--- src/hdl/imu_bw_pkg.sv ---
`timescale 1ns / 1ps
// ----------------------------------------------------------------------------
// imu_bw_pkg
// Types, fixed-point constants and the round/saturate helper for the IMU
// Butterworth low-pass filters.
// ----------------------------------------------------------------------------
package imu_bw_pkg;

   localparam int SAMPLE_WIDTH = 24;
   localparam int AXES         = 3;
   localparam int MAX_AXES     = 3;

   localparam int COEF_W    = 32;
   localparam int FRAC_BITS = 30;
   localparam int ACC_W     = SAMPLE_WIDTH + COEF_W + 3;
   localparam int RND_W     = ACC_W - FRAC_BITS;

   typedef logic signed [SAMPLE_WIDTH-1:0] sample_type;
   typedef logic signed [COEF_W-1:0]       coef_type;
   typedef logic signed [ACC_W-1:0]        acc_type;
   typedef logic signed [RND_W-1:0]        rnd_type;

   // Q2.30 coefficients; feedback terms are stored already negated
   localparam coef_type GYRO_A0  =  32'sd72429549;
   localparam coef_type GYRO_A1  =  32'sd144859098;
   localparam coef_type GYRO_NB1 =  32'sd1227265970;
   localparam coef_type GYRO_NB2 = -32'sd443242341;

   localparam coef_type ACCEL_C0  =  32'sd19433581;
   localparam coef_type ACCEL_C1  =  32'sd58300744;
   localparam coef_type ACCEL_ND1 =  32'sd1889830579;
   localparam coef_type ACCEL_ND2 = -32'sd1270121969;
   localparam coef_type ACCEL_ND3 =  32'sd298564563;

   localparam acc_type ACC_HALF = acc_type'(longint'(1) <<< (FRAC_BITS - 1));
   localparam rnd_type RND_MAX  =
      rnd_type'((longint'(1) <<< (SAMPLE_WIDTH - 1)) - longint'(1));
   localparam rnd_type RND_MIN  = rnd_type'(-(longint'(1) <<< (SAMPLE_WIDTH - 1)));

   // round half up, then clamp to the sample range
   function automatic sample_type round_sat(input acc_type acc);
      acc_type biased;
      rnd_type q;
      biased = acc + ACC_HALF;
      q      = rnd_type'(biased >>> FRAC_BITS);
      if (q > RND_MAX) begin
         q = RND_MAX;
      end else if (q < RND_MIN) begin
         q = RND_MIN;
      end
      return sample_type'(q);
   endfunction

   function automatic acc_type mul(input sample_type s, input coef_type c);
      return acc_type'(s) * acc_type'(c);
   endfunction

endpackage

--- src/hdl/imu_bw_gyro_axis.sv ---
`timescale 1ns / 1ps
// ----------------------------------------------------------------------------
// imu_bw_gyro_axis
// Second-order Butterworth low-pass, direct form I, one gyro axis.
// ----------------------------------------------------------------------------
module imu_bw_gyro_axis import imu_bw_pkg::*; (
   input  logic       clock,
   input  logic       reset,
   input  logic       advance,
   input  sample_type x,
   output sample_type y
);

   sample_type x_hist_ff [2];
   sample_type y_hist_ff [2];
   sample_type x_hist_in [2];
   sample_type y_hist_in [2];
   acc_type    acc;

   always_comb begin
      acc = mul(x, GYRO_A0) + mul(x_hist_ff[0], GYRO_A1) + mul(x_hist_ff[1], GYRO_A0)
          + mul(y_hist_ff[0], GYRO_NB1) + mul(y_hist_ff[1], GYRO_NB2);
      y   = round_sat(acc);
   end

   always_comb begin
      x_hist_in = x_hist_ff;
      y_hist_in = y_hist_ff;
      if (advance) begin
         x_hist_in[1] = x_hist_ff[0];
         x_hist_in[0] = x;
         y_hist_in[1] = y_hist_ff[0];
         y_hist_in[0] = y;
      end
   end

   always_ff @(posedge clock) begin
      if (reset) begin
         x_hist_ff <= '{default: '0};
         y_hist_ff <= '{default: '0};
      end else begin
         x_hist_ff <= x_hist_in;
         y_hist_ff <= y_hist_in;
      end
   end

endmodule

--- config.mk ---
export PLATFORM = sky130hd
export DESIGN_NAME = imu_bw_gyro_axis
export DESIGN_NICKNAME = d
export VERILOG_FILES = /design/src/hdl/imu_bw_pkg.sv /design/src/hdl/imu_bw_gyro_axis.sv
export SDC_FILE = /design/constraint.sdc
export NUM_CORES = 2
export LEC_CHECK = 0
export BUFFER_PORTS_ARGS = -buffer_cell sky130_fd_sc_hd__buf_4
export CORE_MARGIN = 2
export CORE_UTILIZATION = 65
export CTS_CLUSTER_DIAMETER = 120
export DETAILED_ROUTE_END_ITERATION = 8
export PLACE_DENSITY = 0.81
export SLEW_MARGIN = 20
export SYNTH_ARGS = -nofsm -noshare
export SYNTH_HDL_FRONTEND = slang
export SYNTH_SLANG_ARGS = --single-unit
export TNS_END_PERCENT = 30
--- constraint.sdc ---
create_clock -name clock -period 31.4 [get_ports clock]
set_input_delay 6.28 -clock clock [delete_from_list [all_inputs] [get_ports clock]]
set_output_delay 6.28 -clock clock [all_outputs]
set_load 0.02 [all_outputs]
======== Yosys cells after proc, flatten, opt, wreduce, memory -nomap -nowiden ========
Index checks and enable logic that the tools add are counted.
cells by class
  $add $sub $neg .......................... 5
  $mul .................................... 5
  magnitude comparators ................... 2
  multiplexer cells ....................... 2
operators with widths
  kind                                                                               count
  24-bit by 28-bit multiplier with 52-bit output, second input constant              3
  58-bit by 31-bit adder with 59-bit output, second input constant                   1
  57-bit by 54-bit adder with 58-bit output                                          1
  55-bit by 56-bit adder with 57-bit output                                          1
  54-bit by 52-bit adder with 55-bit output                                          1
  24-bit by 31-bit multiplier with 55-bit output, second input constant              1
  52-bit by 53-bit adder with 54-bit output                                          1
  24-bit by 30-bit multiplier with 54-bit output, second input constant              1
  24-bit two-way mux                                                                 2
  29-bit by 24-bit greater-than comparator with 1-bit output, second input constant  1
  29-bit by 24-bit < comparator with 1-bit output, second input constant             1
word-level totals
  register bits after elaboration ......... 96
  input bits .............................. 27
  output and inout bits ................... 24
  logic and storage cells ................. 18

======== Longest topological paths before layout ========
  depth after elaboration ................. 9
  gate-level depth with buffers ........... 54

======== Least setup slack after synthesis ========
OpenSTA, ideal clock, no wires.
  path kind ............................... input-to-output
  from .................................... input x[19]
  to ...................................... output y[1]
  data arrival time ....................... 14.278 ns
  data required time ...................... 25.120 ns
  slack ................................... 10.842 ns
  cell stages on the path ................. 31
  path through ............................ inv_1 > fa_1 > fa_1 > inv_1 > fa_1 > inv_1 > fa_1 > inv_1 > fa_1 > inv_1 > fa_1 > fa_1 > fa_1 > inv_1 > fa_1 > inv_1 > fa_1 > inv_1 > ha_1 > nand4_1 > nor3_1 > and4_4 > a211o_2 > a21oi_4 > o311ai_2 > and3_1 > buf_2 > nor3b_1 > a41oi_2 > buf_2 > o21ai_1
between the ends
  word-level cells in the longest chain between the ends .. 9
  elaborated cells on any way between the ends .. 10
  those cells by class .................... add/sub (5); mul (1); order compare (2); mux (2)
RTL lines
  element                                             line                    text
  from (decl)                                         imu_bw_gyro_axis.sv:10  input sample_type x,
  24-bit by 28-bit multiplier with 52-bit output (*)  imu_bw_pkg.sv:55        return acc_type'(s) * acc_type'(c);
  52-bit by 53-bit adder with 54-bit output (*)       imu_bw_gyro_axis.sv:21  acc = mul(x, GYRO_A0) + mul(x_hist_ff[0], GYRO_A1) + mul(x_hist_ff[1], GYRO_A0)
  54-bit by 52-bit adder with 55-bit output (*)       imu_bw_gyro_axis.sv:21
  55-bit by 56-bit adder with 57-bit output (*)       imu_bw_gyro_axis.sv:22  + mul(y_hist_ff[0], GYRO_NB1) + mul(y_hist_ff[1], GYRO_NB2);
  57-bit by 54-bit adder with 58-bit output (*)       imu_bw_gyro_axis.sv:22
  58-bit by 31-bit adder with 59-bit output (*)       imu_bw_pkg.sv:44        biased = acc + ACC_HALF;
  29-bit by 24-bit < comparator with 1-bit output     imu_bw_pkg.sv:48        end else if (q < RND_MIN) begin
  24-bit two-way mux                                  imu_bw_pkg.sv:48
  24-bit two-way mux (*)                              imu_bw_pkg.sv:46        if (q > RND_MAX) begin
  to (decl)                                           imu_bw_gyro_axis.sv:11  output sample_type y
Mark *: on every way between the ends. The rest lies on a longest branch, timed or not.

======== Worst setup path after layout ========
  from .................................... register x_hist_ff[31] in the netlist's numbering
  to ...................................... output y[21]
between the ends
  word-level cells in the longest chain between the ends .. 9
  elaborated cells on any way between the ends .. 10
  those cells by class .................... add/sub (5); mul (1); order compare (2); mux (2)
RTL lines
  element                                             line                    text
  from (decl)                                         imu_bw_gyro_axis.sv:14  sample_type x_hist_ff [2];
  from (signal assigned)                              imu_bw_gyro_axis.sv:42  x_hist_ff <= x_hist_in;
  24-bit by 28-bit multiplier with 52-bit output (*)  imu_bw_pkg.sv:55
  52-bit by 53-bit adder with 54-bit output (*)       imu_bw_gyro_axis.sv:21
  54-bit by 52-bit adder with 55-bit output (*)       imu_bw_gyro_axis.sv:21
  55-bit by 56-bit adder with 57-bit output (*)       imu_bw_gyro_axis.sv:22
  57-bit by 54-bit adder with 58-bit output (*)       imu_bw_gyro_axis.sv:22
  58-bit by 31-bit adder with 59-bit output (*)       imu_bw_pkg.sv:44
  29-bit by 24-bit < comparator with 1-bit output     imu_bw_pkg.sv:48
  24-bit two-way mux                                  imu_bw_pkg.sv:48
  24-bit two-way mux (*)                              imu_bw_pkg.sv:46
Marks and branches as above.

==> results.md <==
- Status: finished, final reports clean
- Slowest cell on crit path: and3_1
- CTS H-Tree Depth: 3
- FMAX: 0.04381 GHz
- Iter 0 DRT Violations: 3656
- Initial core utilization: 0.6548
- Syn Area/Cell: 10.22 µm²
- Cell variety after synth: 89
- WL per Instance: 24.26 µm
- Place WS: 8.939 ns
- # Max-Cap Violations: 0
- Top cells by count, synth: inv_1 (2313), fa_1 (1617), ha_1 (1377)
- Yosys top cell area share: 0.4696
- Cell count after synthesis: 6746
- CP required: 25.12 ns
- Core Box Area: 0.1053 mm²
- # Post-CTS Setup Buffers: 0
- IO Port Bufs: 50
- Top-count cell post-synth: inv_1
- Synth area leaders: fa_1 (47%), ha_1 (25%), inv_1 (13%)
- CTS clk-pin slew, worst paths: 0.09 ns
- Dpl hpwl: 179700 µm
- CP max stage delay: 0.91 ns
- RSZ-0062 raised after global routing: no
- Detailed Routing Iterations Pass 1: 7
- Clock root cell: clkbuf_16
- Die area: 0.1087 mm²
- Hold slack: 0.5112 ns
- RePlAce Congestion: 1.081
- Final Max Slew Viols: 0
- Hold-fix buffers at CTS: 0
- Post-synthesis sequential area ratio: 0.02788
- Post-synth ARST share: 0
- Final Instance Area: 0.07148 mm²
- Worst Path Max Fanout: 26
- TNS Setup: 0 ns
- Ratio of cells with drive above 1 in the final layout: 0.02914
- Remaining global-route overflow: 0
- Post-CTS sizing: 0
- Clock skew: 0.02779 ns
- Die Height: 329.7 µm
- Synthesized area: 0.06893 mm²
- Gr usage total: 0.3821
- Global-route wire length before repair: 302200 µm
- Initial antenna violation count: 4
- Vias per inst: 5.702
- Syn. warnings: 0
- Top FF cell, synth: dfxtp_1
- Max transition margin: 0.2838
- Hold Crit Class: reg2reg
- Clock Path Buffers: 2
- Detail Route Antenna Nets: 0
- Clock Sinks: 96
- WP buf/inv: 12
- CP most frequent cell: fa_1
- Via count: 46.67k
- Period utilization: 0.7270
- Register bit total from synthesis: 96
- Actual slew at the worst max-slew pin: 1.074 ns
- Yosys top cell by area: fa_1
- Area Growth Syn to Fin: 3.694%
- Final net count: 9810
- Net Count, Synth: 9767
- Placed cell areas: 0.07116 mm²
- Final hold vios: 0
- CTS tree: done
- Std-Cell Rows: 119
- Final setup violation count: 0
- CP Class: reg2out
- Pin count of the biggest net entering global routing: 95
- Startpoint type of the worst setup path: register
- WP data arrival: 16.55 ns
- Total Wirelength: 198600 µm
- Vias in the first global route: 50.84k
- CP Capture Type: output pin
- Final worst slack: 8.572 ns
- Post-layout min period: 22.83 ns
- EDFF count, synth: 0
- Clk_lat worst skew: 0.43 ns
- I/O pin cnt: 51
- DRC Markers: 0
- Cts bufs inserted: 9
- Diode count: 0
- Die X-Extent: 329.7 µm
- Delay-heaviest family, CP: adder cells
worst paths after layout:
| path | startpoint | endpoint | slack (ns) | cells after the start |
|---|---|---|---|---|
| max | x_hist_ff[31] | y[21] | 8.57 | 47 |
| max reg2reg | x_hist_ff[31] | y_hist_ff[25] | 15.24 | 46 |
| min reg2reg | x_hist_ff[27] | x_hist_ff[27] | 0.51 | 2 |
| min | x_hist_ff[27] | x_hist_ff[27] | 0.51 | 2 |
final cells by class:
type                       instances  area, µm²
multi-input combinational       4255      57960
clock buffer                      11      252.7
timing repair buffer             113      852.1
sequential                        96       1922
tap                             1391       1740
fill                            7983      33790
inverter                        2314       8686
clock inverter                     5      63.81
layout by cell type (no fill, tap or decap), drive strengths merged, types with 5 or more instances in the layout:
cell type and n:
nand3 33, clkbuf 11, or2 13, nand2 76, nor3 64, fa 1617
a21o 67, a211o 5, a41oi 30, buf 113, a21oi 164, o31ai 10
a221oi 31, nand2b 12, xnor2 86, dfxtp 96, a31oi 10, ha 1377
xor2 42, o21bai 44, inv 2315, nor2 160, o2111ai 5, and4 6
o311ai 6, o21a 16, and2 11, nand4 27, nor2b 12, o211ai 23
mux2i 77, o21ai 98, o211a 5, a211oi 15, or3 13, and3 44
metrics by stage:
step	instances	utilization
after global routing	8185	0.6790
after global placement	8169	0.6760
after floorplan	6746	-
after detailed placement	8169	0.6760
after CTS	8185	0.6790
final	8185	0.6790
logic make-up (layout without fill, tap and decap cells):
logic type                 count (synthesis)  in the layout  synth area share
and+or+nand+nor                          483            483           0.03441
DFF                                       96             96           0.02788
AOI/OAI and AO/OA                        572            572           0.05894
xor gates and xnor gates                 128            128           0.01648
muxes                                     78             78           0.01134
buffers and inverters                   2395           2443            0.1314
adders and majority gates               2994           2994            0.7195
metal layers:
| layer | wire length (µm) | vias to the layer above | global-route usage |
|---|---|---|---|
| li1 | - | 20500 | - |
| met1 | 79220 | 23690 | 0.5166 |
| met3 | 18420 | 502 | 0.08083 |
| met4 | 12660 | 2 | 0.1966 |
| met2 | 88280 | 1983 | 0.5866 |
| met5 | 13 | - | 0 |
state kept, by name, summed over array words and instances, names as in the netlist:
signal,cells
y_hist_ff,48
x_hist_ff,48
worst min-delay path, stage by stage, from the launching register on:
cell and delay (ns):
dfxtp_1 0.34, mux2i_1 0.06, nor2_1 0.08
Power is not shown: default switching activity piles up to over one toggle a cycle in this logic, so the estimate is an artifact.
